==> src/hdl/lift_pd_controller_with_ramp_macros.svh <==
// Assertion macros for the lift controller.
`ifndef LIFT_PD_CONTROLLER_WITH_RAMP_MACROS_SVH
`define LIFT_PD_CONTROLLER_WITH_RAMP_MACROS_SVH

// Same-cycle implication, disabled while reset is low.
`define LPD_ASSERT_NOW(label, clk, rst_n, ante, cons, msg) \
    label: assert property (@(posedge clk) disable iff (!(rst_n)) (ante) |-> (cons)) \
        else $error(msg);

// Next-cycle implication, disabled while reset is low.
`define LPD_ASSERT_NEXT(label, clk, rst_n, ante, cons, msg) \
    label: assert property (@(posedge clk) disable iff (!(rst_n)) (ante) |=> (cons)) \
        else $error(msg);

`endif

==> src/hdl/lpd_pkg.sv <==
package lpd_pkg;

    localparam int DATA_W = 32;
    localparam int GAIN_W = 31;
    localparam int MUL_A_W = DATA_W + 1;
    localparam int MUL_B_W = DATA_W;
    localparam int PROD_W = MUL_A_W + MUL_B_W;
    localparam int WIDE_W = PROD_W + 1;
    localparam int CFG_ADDR_W = 3;

    localparam logic [1:0] OP_TICK  = 2'd0;
    localparam logic [1:0] OP_LIFT  = 2'd1;
    localparam logic [1:0] OP_LOWER = 2'd2;
    localparam logic [1:0] OP_START = 2'd3;

    localparam logic [1:0] MODE_DISABLED = 2'd0;
    localparam logic [1:0] MODE_RAISING  = 2'd1;
    localparam logic [1:0] MODE_LOWERING = 2'd2;

    localparam logic [CFG_ADDR_W-1:0] REG_MAX_HEIGHT = 3'd0;
    localparam logic [CFG_ADDR_W-1:0] REG_MIN_HEIGHT = 3'd1;
    localparam logic [CFG_ADDR_W-1:0] REG_UP_STEP    = 3'd2;
    localparam logic [CFG_ADDR_W-1:0] REG_DOWN_STEP  = 3'd3;
    localparam logic [CFG_ADDR_W-1:0] REG_INV_TICK   = 3'd4;
    localparam logic [CFG_ADDR_W-1:0] REG_P_GAIN     = 3'd5;
    localparam logic [CFG_ADDR_W-1:0] REG_D_GAIN     = 3'd6;

    localparam logic signed [DATA_W-1:0] SAT_MAX = 32'sh7FFF_FFFF;
    localparam logic signed [DATA_W-1:0] SAT_MIN = 32'sh8000_0000;

    // Clamp a 34-bit signed value to 32 bits.
    function automatic logic signed [DATA_W-1:0] lpd_sat34(input logic signed [DATA_W+1:0] v);
        logic all_one;
        logic all_zero;
        all_one  = &v[DATA_W+1:DATA_W-1];
        all_zero = ~|v[DATA_W+1:DATA_W-1];
        if (all_one || all_zero) begin
            return v[DATA_W-1:0];
        end
        return v[DATA_W+1] ? SAT_MIN : SAT_MAX;
    endfunction

    // Floor-rescale a wide Q32.32 product by 2^16, then clamp to 32 bits.
    function automatic logic signed [DATA_W-1:0] lpd_sat_q16(input logic signed [WIDE_W-1:0] v);
        logic signed [WIDE_W-1:0] s;
        logic all_one;
        logic all_zero;
        s        = v >>> 16;
        all_one  = &s[WIDE_W-1:DATA_W-1];
        all_zero = ~|s[WIDE_W-1:DATA_W-1];
        if (all_one || all_zero) begin
            return s[DATA_W-1:0];
        end
        return s[WIDE_W-1] ? SAT_MIN : SAT_MAX;
    endfunction

endpackage

==> src/hdl/lpd_mul.sv <==
module lpd_mul (
    input  logic                                 i_clk,
    input  logic                                 i_en,
    input  logic signed [lpd_pkg::MUL_A_W-1:0]   i_a,
    input  logic signed [lpd_pkg::MUL_B_W-1:0]   i_b,
    output logic signed [lpd_pkg::PROD_W-1:0]    o_prod
);
    import lpd_pkg::*;

    logic signed [PROD_W-1:0] r_prod;
    logic signed [PROD_W-1:0] n_prod;

    assign n_prod = PROD_W'(i_a) * PROD_W'(i_b);
    assign o_prod = r_prod;

    // Hold the product when idle so the post stage can read it again.
    always_ff @(posedge i_clk) begin
        if (i_en) begin
            r_prod <= n_prod;
        end
    end

endmodule

==> config.mk <==
export PLATFORM = sky130hd
export DESIGN_NAME = lpd_mul
export DESIGN_NICKNAME = d
export VERILOG_FILES = /design/src/hdl/lift_pd_controller_with_ramp_macros.svh /design/src/hdl/lpd_pkg.sv /design/src/hdl/lpd_mul.sv
export SDC_FILE = /design/constraint.sdc
export NUM_CORES = 2
export LEC_CHECK = 0
export BUFFER_PORTS_ARGS = -buffer_cell sky130_fd_sc_hd__buf_2
export CAP_MARGIN = 0
export CELL_PAD_IN_SITES_DETAIL_PLACEMENT = 0
export CELL_PAD_IN_SITES_GLOBAL_PLACEMENT = 2
export CORE_MARGIN = 10
export CORE_UTILIZATION = 47
export DETAILED_ROUTE_END_ITERATION = 7
export PLACE_DENSITY_LB_ADDON = 0.15
export SYNTH_ARGS = -nofsm -noshare
export SYNTH_HDL_FRONTEND = slang
export SYNTH_SLANG_ARGS = --single-unit
==> constraint.sdc <==
create_clock -name i_clk -period 23.7 [get_ports i_clk]
set_input_delay 1.185 -clock i_clk [delete_from_list [all_inputs] [get_ports i_clk]]
set_output_delay 1.185 -clock i_clk [all_outputs]
set_load 0.05 [all_outputs]
==> results.md <==
* Outcome: finished clean
* CTS Buf Count at 9
* Vias per inst at 5.25
* Gr ovfl total at 0
* Syn Nets at 5,420
* Hold Vio Cnt, Final at 0
* Pin count of the biggest net entering global routing at 60
* Synth Instances at 4,055
* Root cell of the clock tree: clkbuf_16
* YS warnings at 0
* Max Cap Viol at 0
* Ys flop type: edfxtp_1
* First-pass DRT Iterations at 5
* Final #Nets at 5,365
* Worst min path class: in2reg
* Post-CTS Resized at 0
* Post-DP HPWL at 98,300 um
* Seq/Total Area, Yosys at 4.99%
* Post-synthesis cell area at 0.0391 mm2
* Worst-path clk slew at 0.07 ns
* Initial antenna violation count at 2
* Final setup vio count at 0
* CP Capture Type: flip-flop
* Met2 wire len at 60,600 um
* Top Layer Used: met5
* Tmin final at 9.35 ns
* Worst EP required at 23.83 ns
* Total track usage at 26.4%
* Core area at 0.0822 mm2
* TritonCTS clock tree: yes
* Max frequency at 107 MHz
* DRT iter0 DRCs at 1,700
* Final Cycle Share at 39.5%
* Final wirelength at 119,000 um
* Fraction of layout instances using a drive strength above 1 at 4.34%
* Post-CTS Setup Inserts at 0
* Max Root-Sink Buffers at 2
* Starting density of the core at 47.6%
* Die Y at 308 um
* CTS H-tree depth at 3
* Area Growth Syn to Fin at 4.13%
* Number of global-route vias before repair at 29,592
* Worst setup path endpoint: o_prod[64]$_DFFE_PP_
* DR WL met3 at 5610 um
* Die width at 308 um
* Worst-Margin Slew at 1.00 ns
* CP Launch Point: i_b[2]
* Async SR Flop Fraction at 0%
* Max reg flops at 65
* Rel. slew slack at 33.3%
* Synth cell types at 59
* Crit path top cell by count: fa_1
* # DRC at 0
* Ports at 132
* M1 WL at 49,900 um
* Post-synth EDFFs at 65
* Via count at 26,652
* Synth Register Bits at 65
* Mapped Avg Cell Area at 9.64 um2
* Placer Congestion at 0.897
* Clock Sinks at 65
* Crit path cell chain: buf_2 -> nand2_1 -> inv_1 -> fa_1 -> fa_1 -> fa_1 -> fa_1 -> inv_1 -> fa_1 -> inv_1 -> fa_1 -> inv_1 -> fa_1 -> inv_1 -> fa_1 -> ha_1 -> a21o_1 -> o41ai_1 -> nand2_1 -> o21ai_0 -> nand4_1 -> a31o_2 -> a21oi_2 -> xnor2_1
* Port Buffers at 131
* DRT antenna net count at 0
* RSZ-0062 raised after global routing: false
* Cts hold-fix bufs at 0
* CP arrival at 9.48 ns
* Die area at 0.0951 mm2
* Setup TNS at 0 ns
* Critical Path Start Type: primary input
* # rows at 105
* WS Path Type: in2reg
* Slew Limit Fails at 0
* CP max-delay cell: fa_1
* Wire length per cell at 23.5 um
* Worst stage delay on the critical path at 1.04 ns
* Critical path peak fanout at 33
* First-pass GRT wire length at 188,000 um
[synth_stat cells (all sizes together) (19+ instances only)]
cell type  count  share of area (%)
nand3         19               0.24
xnor2         47                1.1
o21ai         38               0.49
fa          1112                 57
ha           186                6.0
a21o          22               0.42
inv          991                9.5
nor2          65               0.62
and2         535                8.6
clkbuf       203                1.9
a21oi         61               0.79
nand2        540                5.2
xor2          24               0.54
edfxtp        65                5.0
[final cells by class]
cell class                      instances  area, um2
Multi-Input combinational cell       2788      32600
Sequential cell                        65       1950
Clock inverter                          7       82.6
Inverter                              991       3720
Timing Repair Buffer                  145        761
Tap cell                             1070       1340
Fill cell                            7893      41500
Clock buffer                            9        225
Antenna cell                            4       10.0
[logic make-up after synthesis]
family,Yosys count,share of synthesized area (%)
adders and majority gates,1298,62.9
and+or+nand+nor,1218,15.6
muxes,1,0.0288
buffers and inverters,1202,11.6
xor gates and xnor gates,71,1.59
AOI/OAI and AO/OA,200,3.40
DFF,65,4.99
[worst min path at each step]
stage          start  slack [ns]  cells past startpoint                    to
4_1_cts         i_en        1.12                      1  o_prod[62]$_DFFE_PP_
3_5_place_dp    i_en        1.54                      1  o_prod[62]$_DFFE_PP_
6_report        i_en        1.14                      1  o_prod[62]$_DFFE_PP_
2_1_floorplan   i_en        1.30                      0   o_prod[0]$_DFFE_PP_
5_1_grt         i_en        1.15                      1  o_prod[62]$_DFFE_PP_
3_3_place_gp    i_en        1.53                      1  o_prod[62]$_DFFE_PP_
[through the flow]
stage / util [%] / setup WS (ns) / instances / area, um2 / hold slack, ns
global placement: 49.1 / 13.91 / 5059 / 40400 / 1.53
floorplan: - / 15.19 / 4055 / 39100 / 1.30
detailed placement: 49.1 / 13.90 / 5059 / 40400 / 1.54
global route: 49.5 / 13.78 / 5075 / 40700 / 1.15
CTS: 49.5 / 14.29 / 5075 / 40700 / 1.12
finish: 49.5 / 14.35 / 5079 / 40700 / 1.14
[layer usage]
metal  vias up  global-route usage (%)
met5         -                       0
met3       123                    3.17
met1     14400                    34.9
met4         2                    6.75
met2       623                    45.5
li1      11504                       -
[cells in the final DEF (no fill, tap or decap), drive strengths merged, types with 3 or more instances in the layout]
| master | n |
|---|---|
| nand4 | 9 |
| o211ai | 14 |
| diode | 4 |
| o21a | 3 |
| a21boi | 3 |
| a211oi | 5 |
| and2 | 535 |
| ha | 186 |
| nand3 | 19 |
| o21bai | 12 |
| a31oi | 11 |
| fa | 1112 |
| buf | 145 |
| inv | 995 |
| clkbuf | 9 |
| a41oi | 3 |
| o21ai | 38 |
| xor2 | 24 |
| a21o | 22 |
| a311oi | 3 |
| xnor2 | 47 |
| nor3b | 3 |
| o31ai | 8 |
| nor4 | 3 |
| nor2b | 7 |
| nor2 | 65 |
| edfxtp | 65 |
| nor3 | 12 |
| and3 | 5 |
| nand2 | 540 |
| a21oi | 61 |
| nand2b | 14 |
[worst max-delay path: cells and delay by family]
family	cells	cell delay [ns]
fa+ha+maj	9	5.14
buf+inv	6	1.25
compound gates	5	1.22
simple gates	3	0.59
xor+xnor	1	0.08
Power is left out: the tool's default activity adds up to more than one toggle a clock period on the data nets, which glitch-free logic cannot reach.
